<file path="src/sv/rescale_and_bit_merge_pixels_defines.svh">
// Assertion helpers used by rescale_and_bit_merge_pixels.sv.
// Each macro expects clk_i and rst_ni in scope.
`ifndef RESCALE_AND_BIT_MERGE_PIXELS_DEFINES_SVH
`define RESCALE_AND_BIT_MERGE_PIXELS_DEFINES_SVH

// Same-cycle implication.
`define RBMP_ASSERT_IMP(label, ante, cons, msg) \
  label: assert property (@(posedge clk_i) disable iff (!rst_ni) (ante) |-> (cons)) \
    else $error(msg);

// Next-cycle implication.
`define RBMP_ASSERT_NEXT(label, ante, cons, msg) \
  label: assert property (@(posedge clk_i) disable iff (!rst_ni) (ante) |=> (cons)) \
    else $error(msg);

`endif

</file>
<file path="src/sv/rbmp_pkg.sv">
`timescale 1ns / 1ps

package rbmp_pkg;

  localparam int VAL_W       = 8;
  localparam int WIN_W       = 17;
  localparam int DIFF_W      = WIN_W + 1;
  localparam int MAG_W       = 17;
  localparam int NUM_W       = MAG_W + 8;
  localparam int SLICE_W     = 4;
  localparam int CFG_IDX_W   = 3;
  localparam int DIV_STAGES  = 4;
  // difference, magnitude, scale-by-255 and the divider stages
  localparam int LANE_STAGES = 3 + DIV_STAGES;

  typedef enum logic [CFG_IDX_W-1:0] {
    CFG_IN_LOW   = 3'd0,
    CFG_IN_HIGH  = 3'd1,
    CFG_OUT_LOW  = 3'd2,
    CFG_OUT_HIGH = 3'd3,
    CFG_SLICE    = 3'd4
  } rbmp_cfg_idx_e;

  typedef struct packed {
    logic [VAL_W-1:0] new_value;
    logic [VAL_W-1:0] old_value;
    logic             last_in;
  } rbmp_in_t;

  typedef struct packed {
    logic [VAL_W-1:0] merged_value;
    logic             last_out;
  } rbmp_out_t;

  // Divider state carried from stage to stage.
  typedef struct packed {
    logic [NUM_W-1:0] rem;
    logic [MAG_W-1:0] dvs;
    logic [VAL_W-1:0] quo;
    logic             zero;
    logic             sat;
  } rbmp_div_t;

  function automatic logic [VAL_W-1:0] top_mask(logic [SLICE_W-1:0] nb);
    logic [VAL_W-1:0] m;
    case (nb)
      4'd0:    m = 8'h00;
      4'd1:    m = 8'h80;
      4'd2:    m = 8'hC0;
      4'd3:    m = 8'hE0;
      4'd4:    m = 8'hF0;
      4'd5:    m = 8'hF8;
      4'd6:    m = 8'hFC;
      4'd7:    m = 8'hFE;
      default: m = 8'hFF;
    endcase
    return m;
  endfunction

endpackage

</file>
<file path="src/sv/rescale_and_bit_merge_pixels.sv">
// Rescales each byte of a voxel pair through its own window,
// r = trunc((v - low) * 255 / (high - low)) clamped to 0..255 (0 for an empty
// window), then merges them: the rescaled old byte shifted right by slice_bits,
// with the top slice_bits bits of the rescaled new byte ORed in (9..15 act as 8).
// Throughput is one item per cycle while the output is not stalled; each
// item passes through the 7-stage rescale lanes (offset, magnitude, scale
// by 255, and a 4-stage divider that resolves two quotient bits per stage)
// and then the output register. Stalls ripple back stage by stage, so empty
// stages keep filling while a result waits. Write configuration only while
// no item is in flight; writes to unlisted indexes are dropped.
`timescale 1ns / 1ps
`include "rescale_and_bit_merge_pixels_defines.svh"

module rescale_and_bit_merge_pixels (
  input  logic                            clk_i,
  input  logic                            rst_ni,
  input  logic                            in_valid_i,
  output logic                            in_ready_o,
  input  rbmp_pkg::rbmp_in_t              in_data_i,
  output logic                            out_valid_o,
  input  logic                            out_ready_i,
  output rbmp_pkg::rbmp_out_t             out_data_o,
  input  logic                            cfg_we_i,
  input  logic [rbmp_pkg::CFG_IDX_W-1:0]  cfg_idx_i,
  input  logic [rbmp_pkg::WIN_W-1:0]      cfg_wdata_i
);
  import rbmp_pkg::*;

  localparam int LAST = LANE_STAGES - 1;

  // Configuration registers
  logic [WIN_W-1:0]   in_low_q, in_high_q, out_low_q, out_high_q;
  logic [SLICE_W-1:0] slice_q;

  // Pipeline control
  logic [LANE_STAGES-1:0] vq_q;
  logic [LANE_STAGES-1:0] adv;
  logic                   out_rdy;
  logic                   out_valid_q;
  rbmp_out_t              out_data_d, out_data_q;
  logic                   last_q [LANE_STAGES];

  logic [VAL_W-1:0]   new_scaled, old_scaled;
  logic [SLICE_W-1:0] nb;

  // Write a register when enabled; drop unknown indexes.
  always_ff @(posedge clk_i or negedge rst_ni) begin
    if (!rst_ni) begin
      in_low_q   <= '0;
      in_high_q  <= WIN_W'(255);
      out_low_q  <= '0;
      out_high_q <= WIN_W'(255);
      slice_q    <= SLICE_W'(1);
    end else if (cfg_we_i) begin
      case (cfg_idx_i)
        CFG_IN_LOW:   in_low_q   <= cfg_wdata_i;
        CFG_IN_HIGH:  in_high_q  <= cfg_wdata_i;
        CFG_OUT_LOW:  out_low_q  <= cfg_wdata_i;
        CFG_OUT_HIGH: out_high_q <= cfg_wdata_i;
        CFG_SLICE:    slice_q    <= cfg_wdata_i[SLICE_W-1:0];
        default: ;
      endcase
    end
  end

  // A stage advances when it is empty or the stage after it advances.
  always_comb begin
    out_rdy   = !out_valid_q || out_ready_i;
    adv[LAST] = !vq_q[LAST] || out_rdy;
    for (int k = LAST - 1; k >= 0; k--) begin
      adv[k] = !vq_q[k] || adv[k + 1];
    end
  end

  assign in_ready_o = adv[0];

  always_ff @(posedge clk_i or negedge rst_ni) begin
    if (!rst_ni) begin
      vq_q        <= '0;
      out_valid_q <= 1'b0;
    end else begin
      if (adv[0]) begin
        vq_q[0] <= in_valid_i;
      end
      for (int k = 1; k < LANE_STAGES; k++) begin
        if (adv[k]) begin
          vq_q[k] <= vq_q[k - 1];
        end
      end
      if (out_rdy) begin
        out_valid_q <= vq_q[LAST];
      end
    end
  end

  // Carry the end-of-buffer flag alongside the lanes.
  always_ff @(posedge clk_i) begin
    if (adv[0]) begin
      last_q[0] <= in_data_i.last_in;
    end
    for (int k = 1; k < LANE_STAGES; k++) begin
      if (adv[k]) begin
        last_q[k] <= last_q[k - 1];
      end
    end
  end

  rbmp_lane u_new_lane (
    .clk_i      (clk_i),
    .en_i       (adv),
    .value_i    (in_data_i.new_value),
    .win_low_i  (in_low_q),
    .win_high_i (in_high_q),
    .scaled_o   (new_scaled)
  );

  rbmp_lane u_old_lane (
    .clk_i      (clk_i),
    .en_i       (adv),
    .value_i    (in_data_i.old_value),
    .win_low_i  (out_low_q),
    .win_high_i (out_high_q),
    .scaled_o   (old_scaled)
  );

  // Merge: saturate the slice width at a full byte.
  always_comb begin
    nb = (slice_q > SLICE_W'(VAL_W)) ? SLICE_W'(VAL_W) : slice_q;
    out_data_d.merged_value = (old_scaled >> nb) | (top_mask(nb) & new_scaled);
    out_data_d.last_out     = last_q[LAST];
  end

  always_ff @(posedge clk_i) begin
    if (out_rdy) begin
      out_data_q <= out_data_d;
    end
  end

  assign out_valid_o = out_valid_q;
  assign out_data_o  = out_data_q;

  `RBMP_ASSERT_IMP(a_ready_when_out_free, !out_valid_o, in_ready_o, "input stalled with free output")
  `RBMP_ASSERT_NEXT(a_tail_holds, vq_q[LAST] && !adv[LAST], vq_q[LAST] && $stable(last_q[LAST]), "tail item lost in stall")
  `RBMP_ASSERT_IMP(a_out_from_tail, $rose(out_valid_o), $past(vq_q[LAST]), "result without tail item")

endmodule

</file>
<file path="src/sv/rbmp_div_stage.sv">
`timescale 1ns / 1ps

module rbmp_div_stage #(
  parameter int BIT_HI = 7
) (
  input  logic                clk_i,
  input  logic                en_i,
  input  rbmp_pkg::rbmp_div_t d_i,
  output rbmp_pkg::rbmp_div_t d_o
);
  import rbmp_pkg::*;

  logic [NUM_W-1:0] trial_hi;
  logic [NUM_W-1:0] trial_lo;
  logic [NUM_W-1:0] rem_mid;
  logic             bit_hi;
  logic             bit_lo;
  rbmp_div_t        div_d;
  rbmp_div_t        div_q;

  // Two restoring steps per stage.
  always_comb begin
    trial_hi = NUM_W'(d_i.dvs) << BIT_HI;
    bit_hi   = (d_i.rem >= trial_hi);
    rem_mid  = bit_hi ? (d_i.rem - trial_hi) : d_i.rem;
    trial_lo = NUM_W'(d_i.dvs) << (BIT_HI - 1);
    bit_lo   = (rem_mid >= trial_lo);
    div_d            = d_i;
    div_d.rem        = bit_lo ? (rem_mid - trial_lo) : rem_mid;
    div_d.quo[BIT_HI]     = bit_hi;
    div_d.quo[BIT_HI - 1] = bit_lo;
  end

  always_ff @(posedge clk_i) begin
    if (en_i) begin
      div_q <= div_d;
    end
  end

  assign d_o = div_q;

endmodule

</file>
<file path="src/sv/rbmp_lane.sv">
`timescale 1ns / 1ps

module rbmp_lane (
  input  logic                                clk_i,
  input  logic [rbmp_pkg::LANE_STAGES-1:0]    en_i,
  input  logic [rbmp_pkg::VAL_W-1:0]          value_i,
  input  logic [rbmp_pkg::WIN_W-1:0]          win_low_i,
  input  logic [rbmp_pkg::WIN_W-1:0]          win_high_i,
  output logic [rbmp_pkg::VAL_W-1:0]          scaled_o
);
  import rbmp_pkg::*;

  logic signed [DIFF_W-1:0] diff_d, diff_q;
  logic signed [DIFF_W-1:0] span_d, span_q;
  logic [DIFF_W-1:0]        diff_abs, span_abs;
  logic [MAG_W-1:0]         mag_diff_q, mag_span_q;
  logic                     zero_d, zero_q;
  logic [NUM_W-1:0]         num;
  rbmp_div_t                div_d, div_q;
  rbmp_div_t                chain [DIV_STAGES+1];

  // Stage 1: offsets from the window low edge.
  always_comb begin
    diff_d = $signed({{(DIFF_W-VAL_W){1'b0}}, value_i}) - $signed({win_low_i[WIN_W-1], win_low_i});
    span_d = $signed({win_high_i[WIN_W-1], win_high_i})
           - $signed({win_low_i[WIN_W-1], win_low_i});
  end

  always_ff @(posedge clk_i) begin
    if (en_i[0]) begin
      diff_q <= diff_d;
      span_q <= span_d;
    end
  end

  // Stage 2: magnitudes; opposite signs or an empty window clamp to zero.
  always_comb begin
    diff_abs = diff_q[DIFF_W-1] ? (~diff_q + 1'b1) : diff_q;
    span_abs = span_q[DIFF_W-1] ? (~span_q + 1'b1) : span_q;
    zero_d   = (span_q == '0) || (diff_q[DIFF_W-1] != span_q[DIFF_W-1]);
  end

  always_ff @(posedge clk_i) begin
    if (en_i[1]) begin
      mag_diff_q <= diff_abs[MAG_W-1:0];
      mag_span_q <= span_abs[MAG_W-1:0];
      zero_q     <= zero_d;
    end
  end

  // Stage 3: times 255 by shift and subtract; flag quotients past 255.
  always_comb begin
    num        = {mag_diff_q, 8'h00} - NUM_W'(mag_diff_q);
    div_d.rem  = num;
    div_d.dvs  = mag_span_q;
    div_d.quo  = '0;
    div_d.zero = zero_q;
    div_d.sat  = (num >= {mag_span_q, 8'h00});
  end

  always_ff @(posedge clk_i) begin
    if (en_i[2]) begin
      div_q <= div_d;
    end
  end

  assign chain[0] = div_q;

  for (genvar g = 0; g < DIV_STAGES; g++) begin : g_div
    rbmp_div_stage #(
      .BIT_HI (VAL_W - 1 - 2 * g)
    ) u_div_stage (
      .clk_i (clk_i),
      .en_i  (en_i[3 + g]),
      .d_i   (chain[g]),
      .d_o   (chain[g + 1])
    );
  end

  always_comb begin
    if (chain[DIV_STAGES].zero) begin
      scaled_o = '0;
    end else if (chain[DIV_STAGES].sat) begin
      scaled_o = '1;
    end else begin
      scaled_o = chain[DIV_STAGES].quo;
    end
  end

endmodule
</file>
<file path="config.mk">
export PLATFORM = sky130hd
export DESIGN_NAME = rescale_and_bit_merge_pixels
export DESIGN_NICKNAME = d
export VERILOG_FILES = /design/src/sv/rbmp_pkg.sv /design/src/sv/rescale_and_bit_merge_pixels.sv /design/src/sv/rbmp_div_stage.sv /design/src/sv/rbmp_lane.sv
export VERILOG_INCLUDE_DIRS = /design/src /design/src/sv
export SDC_FILE = /design/constraint.sdc
export NUM_CORES = 2
export LEC_CHECK = 0
export ABC_AREA = 1
export BUFFER_PORTS_ARGS = -buffer_cell sky130_fd_sc_hd__buf_2
export CORE_MARGIN = 4
export CORE_UTILIZATION = 50
export CTS_BUF_LIST = sky130_fd_sc_hd__clkbuf_4
export DETAILED_ROUTE_END_ITERATION = 16
export PLACE_DENSITY = 0.72
export SLEW_MARGIN = 20
export SYNTH_ARGS = -nofsm -noshare
export SYNTH_HDL_FRONTEND = slang
export SYNTH_SLANG_ARGS = --single-unit
</file>
<file path="constraint.sdc">
create_clock -name clk_i -period 34.6 [get_ports clk_i]
set_input_delay 1.73 -clock clk_i [delete_from_list [all_inputs] [get_ports clk_i]]
set_output_delay 1.73 -clock clk_i [all_outputs]
set_load 0.01 [all_outputs]
</file>
# Word level (Yosys, flattened, before mapping)
# Memories as Yosys holds them, arrays and structs flattened. A register that Yosys moved wholly into a read port is not among the register bits.
# Index checks and enable logic that the tools add are counted.
[op_classes]
reduce_logical = 26
bitwise_logic = 6
n_shift = 1
mux = 38
n_eq_ne = 6
add_sub_neg = 24
order_cmp = 19
[ops]
columns = ["operator", "count"]
rows = [
  ["$mux W25", 14],
  ["$add A17 B1 Y17 const B", 4],
  ["$mux W17", 4],
  ["$not A17 Y17", 4],
  ["$ge A25 B17 Y1", 2],
  ["$ge A25 B18 Y1", 2],
  ["$ge A25 B19 Y1", 2],
  ["$ge A25 B20 Y1", 2],
  ["$ge A25 B21 Y1", 2],
  ["$ge A25 B22 Y1", 2],
  ["$ge A25 B23 Y1", 2],
  ["$ge A25 B24 Y1", 2],
  ["$ge A25 B25 Y1", 2],
  ["$sub A25 B17 Y25", 2],
  ["$sub A25 B18 Y25", 2],
  ["$sub A25 B19 Y25", 2],
  ["$sub A25 B20 Y25", 2],
  ["$sub A25 B21 Y25", 2],
  ["$sub A25 B22 Y25", 2],
  ["$sub A25 B23 Y25", 2],
  ["$sub A25 B24 Y25", 2],
  ["$mux W8", 5],
  ["$logic_not A18 Y1", 2],
  ["$sub A17 B17 Y18", 2],
  ["15 further kinds", 51],
]
[totals]
mem_count = 2
ramBits = 7
reg_bits = 626
inputBits = 42
elab_cells = 190
out_inout_bits = 11
romBits = 56
[memory_table]
columns = ["name", "depth", "word_bits", "read_ports", "rd_ports_with_merged_regs", "wr", "line", "source"]
rows = [
  ["(no name shown)", 8, 7, 1, 0, 0, "rbmp_pkg.sv:46", "case (nb)"],
  ["last_q", 7, 1, 7, 1, 7, "rescale_and_bit_merge_pixels.sv:41", "logic last_q [LANE_STAGES];"],
]

# Longest topological paths before layout
[depth]
ltp_word = 11
ltp_mapped = 32
depth_no_buf = 30

# By module
# A second synthesis with hierarchy kept.
[hier_totals]
hier_cells = 7135
area_unflattened_um2 = 55914.9
[modules_own_cells]
columns = ["module", "cells_per_inst", "area_each_um2", "n_inst", "seq_area_each_um2"]
rows = [
  ["rbmp_div_stage at u_new_lane.g_div[3].u_div_stage ...", 674, 4832.1, 2, 1561.5],
  ["rbmp_div_stage at u_new_lane.g_div[2].u_div_stage ...", 597, 4658.2, 2, 1561.5],
  ["rbmp_div_stage at u_new_lane.g_div[0].u_div_stage ...", 535, 4189.0, 2, 1561.5],
  ["rbmp_lane at u_new_lane", 977, 7971.4, 1, 3453.3],
  ["rbmp_lane at u_old_lane", 972, 7781.2, 1, 3453.3],
  ["rbmp_div_stage at u_old_lane.g_div[1].u_div_stage", 603, 4475.5, 1, 1561.5],
  ["rbmp_div_stage at u_new_lane.g_div[1].u_div_stage", 592, 4451.8, 1, 1561.5],
  ["rescale_and_bit_merge_pixels", 379, 3876.2, 1, 2503.7],
]

# Worst setup path before layout
# No wires, ideal clock.
[synth_path]
path_type = "input-to-output"
from = "input out_ready_i"
to = "output in_ready_o"
required_time_ps = 32870
n_path_buf = 0
arrival_time_ps = 12496
cell_stages = 14
path_slack_ps = 20374
path_cell_list = "nor2_1 inv_1 nor2_1 inv_1 nor2_1 inv_1 nor2_1 inv_1 nor2_1 inv_1 nor2_1 inv_1 nor2_1 nand2_1"
[synth_via]
elab_chain_len = 8
[synth_rtl]
columns = ["element", "line", "source"]
rows = [
  ["from (decl)", "rescale_and_bit_merge_pixels.sv:21", "input logic out_ready_i,"],
  ["$logic_or A1 B1 Y1", "rescale_and_bit_merge_pixels.sv:68", "out_rdy = !out_valid_q || out_ready_i;"],
  ["via out_rdy", "rescale_and_bit_merge_pixels.sv:38", "logic out_rdy;"],
  ["$logic_or A1 B1 Y1", "rescale_and_bit_merge_pixels.sv:69", "adv[LAST] = !vq_q[LAST] || out_rdy;"],
  ["via adv[6]", "rescale_and_bit_merge_pixels.sv:37", "logic [LANE_STAGES-1:0] adv;"],
  ["$logic_or A1 B1 Y1", "rescale_and_bit_merge_pixels.sv:71", "adv[k] = !vq_q[k] || adv[k + 1];"],
  ["via adv[5]", "rescale_and_bit_merge_pixels.sv:37", ""],
  ["$logic_or A1 B1 Y1", "rescale_and_bit_merge_pixels.sv:71", ""],
  ["via adv[4]", "rescale_and_bit_merge_pixels.sv:37", ""],
  ["$logic_or A1 B1 Y1", "rescale_and_bit_merge_pixels.sv:71", ""],
  ["via adv[3]", "rescale_and_bit_merge_pixels.sv:37", ""],
  ["$logic_or A1 B1 Y1", "rescale_and_bit_merge_pixels.sv:71", ""],
  ["via adv[2]", "rescale_and_bit_merge_pixels.sv:37", ""],
  ["$logic_or A1 B1 Y1 (2 in series)", "rescale_and_bit_merge_pixels.sv:71", ""],
  ["to (decl)", "rescale_and_bit_merge_pixels.sv:18", "output logic in_ready_o,"],
]
# The timed path passes the listed nets, and every way through them passes these cells.

# Final worst setup path
# Ends and elaborated chain as after synthesis.

==> results_dict.tcl <==
set metrics [dict create \
    grt_first_pass_wirelength_um 169000 \
    worst_path_max_delay_cell "clkinv_2" \
    core_area_um2 88600 \
    worst_slew_pin_slew_ns 0.990 \
    critPathBufInv 8 \
    synthTopCellsByArea "edfxtp_1 (37%), nand2_1 (11%), ha_1 (11%), inv_1 (6.4%), xor2_1 (4.7%)" \
    ys.flop_type "edfxtp_1" \
    cap_violations 0 \
    cp.required_ns 32.87 \
    syn_to_final_growth_pct 8.05 \
    critPathMaxFanout 58 \
    vias 36000 \
    max_slew_margin_pct 34.0 \
    crit_type "input pin to output pin" \
    drtIter0Drc 2336 \
    fin_util_pct 54.6 \
    avgRoutedWirePerCell_um 15.4 \
    gp_congestion 0.922 \
    final_layout_size_suffix_gt1_share_pct 7.71 \
    crit_chain "buf_2 -> nor2_1 -> inv_1 -> nor2_1 -> inv_1 -> nor2_1 -> inv_4 -> nor2_1 -> inv_4 -> nor2_1 -> clkinv_2 -> nor2_1 -> clkinv_2 -> nor2_1 -> nand2_4 -> buf_2" \
    clk-insertion-delay-late_ns 1.01 \
    initial_core_util_pct 50.5 \
    grt_util_all_layers_pct 22.0 \
    fp.dieArea_um2 94400 \
    htree_levels 4 \
    cts_buffers 160 \
    grt_pass1_vias 34900 \
    clock-sinks 634 \
    avgSynthCellArea_um2 8.34 \
    clk_pin_slew_ns 0.07 \
    post-route-drc-count 0 \
    placementRows 109 \
    viasPerCell 5.28 \
    hp-class "register to register" \
    ys_warn_count 0 \
    setup_tns_ns 0 \
    antenna_found_initial 5 \
    cts_tree "yes" \
    wirelength_um 105000 \
    async_flop_share_pct 12.6 \
    multi_input_area_um2 22800 \
    postCtsHoldBufs 0 \
    gr-total-overflow 0 \
    ys_types 67 \
    regToRegSetupSlack_ns 28.41 \
    synthCells 5367 \
    dr.pass1.iters 8 \
    fillers 8157 \
    finClkSkew_ns 0.106 \
    die_w_um 307 \
    nNetsFinal 5962 \
    synth_top_area_share_pct 37.2 \
    crit_path_frequent_cell "nor2_1" \
    cts_resized 0 \
    cts_buffer_depth 3 \
    critPathArrivalTime_ns 6.80 \
    status "finished, final reports clean" \
    synth_edf_count 554 \
    num_io_pins 53 \
    antenna_left 0 \
    rsz0062_at_grt "no" \
    post_dp_cell_area_um2 46200 \
    cts_setup_buffers 0 \
    synth_top_area_cell "edfxtp_1" \
    crit_family "buffers and inverters" \
    register_area_um2 18700 \
    fmax_ghz 0.117 \
    die_h_um 307 \
    design_area_um2 48400 \
    portBuffers 52 \
    fin_crit_sh_pct 24.6 \
    ys_seq_elements 634 \
    netlist_area_um2 44800 \
    cp-start-kind "input pin" \
    cts_root_buffer "clkbuf_4" \
    worstSetupEndpointType "output pin" \
    maxSlewViolCount 0 \
    hpwlAfterDp_um 85200 \
    setup_viol_count_final 0 \
    hold_viol 0 \
    period_minus_slack_ns 8.53 \
    synth_nets 5807 \
    ys_seq_area_share_pct 41.7 \
    grt_max_degree 81 \
    slowest_delay_ns 0.61 \
]
layer usage:
layer	wire [µm]	global-route usage (%)	up-vias
met4	4220	10.0	2
met1	45200	27.4	16200
met5	15	0	-
met2	49700	37.7	977
met3	5740	3.88	247
li1	-	-	18500
Yosys cell counts (28+ instances only):
cell      count
nand4_1      88
clkbuf_1     35
dfrtp_1      63
xor2_1      239
nand2_1    1268
a31oi_1      29
xnor2_1     136
ha_1        380
nor4_1       30
a21oi_1     401
o21ai_1      28
inv_1       761
o21bai_1     36
o21ai_0     339
nor2_1      395
nand3_1     245
edfxtp_1    554
nor3_1       65
worst paths after layout:
kind,start,end,cells past startpoint
max,out_ready_i,in_ready_o,16
min,u_old_lane.g_div[2].u_div_stage.d_o[5],u_old_lane.g_div[3].u_div_stage.d_o[5],0
max reg2reg,u_old_lane.chain[242],u_old_lane.g_div[0].u_div_stage.d_o[33],25
min reg2reg,u_old_lane.g_div[2].u_div_stage.d_o[5],u_old_lane.g_div[3].u_div_stage.d_o[5],0
max in group asynchronous,rst_ni,out_low_q[15],1
min in group asynchronous,rst_ni,in_low_q[6],1
sequential cells by signal, summed over array words and instances (netlist names), 17 cells and up:
name	count
u_new_lane.g_div.u_div_stage.d_o	154
u_old_lane.g_div.u_div_stage.d_o	154
u_new_lane.chain	44
u_old_lane.chain	44
u_new_lane.diff_q	18
u_new_lane.span_q	18
u_old_lane.diff_q	18
u_old_lane.span_q	18
in_high_q	17
in_low_q	17
out_high_q	17
out_low_q	17
u_new_lane.mag_diff_q	17
u_new_lane.mag_span_q	17
u_old_lane.mag_diff_q	17
u_old_lane.mag_span_q	17
through the flow:
step / hold slack, ns / std cells / worst slack, ns
after detailed placement: 0.405 / 6523 / 25.92
after global placement: 0.401 / 6523 / 25.98
after CTS: 0.406 / 6815 / 25.92
after floorplan: 0.400 / 5367 / 20.37
after global routing: 0.403 / 6818 / 25.35
final: 0.407 / 6818 / 26.07
area by class of cell:
cell class,count,area share (%)
inverter,769,5.99
timing repair buffer,60,0.683
multi-input combinational,3897,47.2
clock inverter,48,0.701
antenna,1,0.00517
sequential,634,38.6
tap,1165,3.01
clock buffer,244,3.79
placed cells by master, fill, tap and decap left out, types with 8 or more instances in the layout:
cell type | Yosys | routed
a21boi_0 | 14 | 14
a21o_1 | 26 | 26
a21oi_1 | 401 | 401
a31oi_1 | 29 | 29
buf_2 | 10 | 51
clkbuf_4 | 0 | 244
clkinv_1 | 0 | 24
clkinv_2 | 0 | 9
dfrtp_1 | 63 | 63
dfstp_2 | 17 | 17
edfxtp_1 | 554 | 554
fa_1 | 18 | 18
ha_1 | 380 | 380
inv_1 | 761 | 756
nand2_1 | 1268 | 1267
nand2_2 | 18 | 18
nand3_1 | 245 | 244
nand3_2 | 7 | 8
nand3b_1 | 14 | 14
nand4_1 | 88 | 88
nor2_1 | 395 | 395
nor3_1 | 65 | 65
nor4_1 | 30 | 30
o211ai_1 | 12 | 12
o21a_1 | 8 | 8
o21ai_0 | 339 | 339
o21ai_1 | 28 | 28
o21bai_1 | 36 | 36
or2_2 | 19 | 19
xnor2_1 | 136 | 136
xor2_1 | 239 | 239
cells by family (layout without fill, tap and decap cells):
| logic type | count (synthesis) | after routing | share of synthesized area (%) |
|---|---|---|---|
| fa+ha+maj | 398 | 398 | 11.4 |
| other cells | 0 | 1 | 0 |
| buf+inv | 836 | 1121 | 7.30 |
| mux | 2 | 2 | 0.0503 |
| compound gates | 945 | 945 | 11.6 |
| xor+xnor | 375 | 375 | 7.34 |
| simple gates | 2177 | 2177 | 20.6 |
| flops | 634 | 634 | 41.7 |
Power is not shown: default switching activity piles up to over one toggle a cycle in this logic, so the estimate is an artifact.
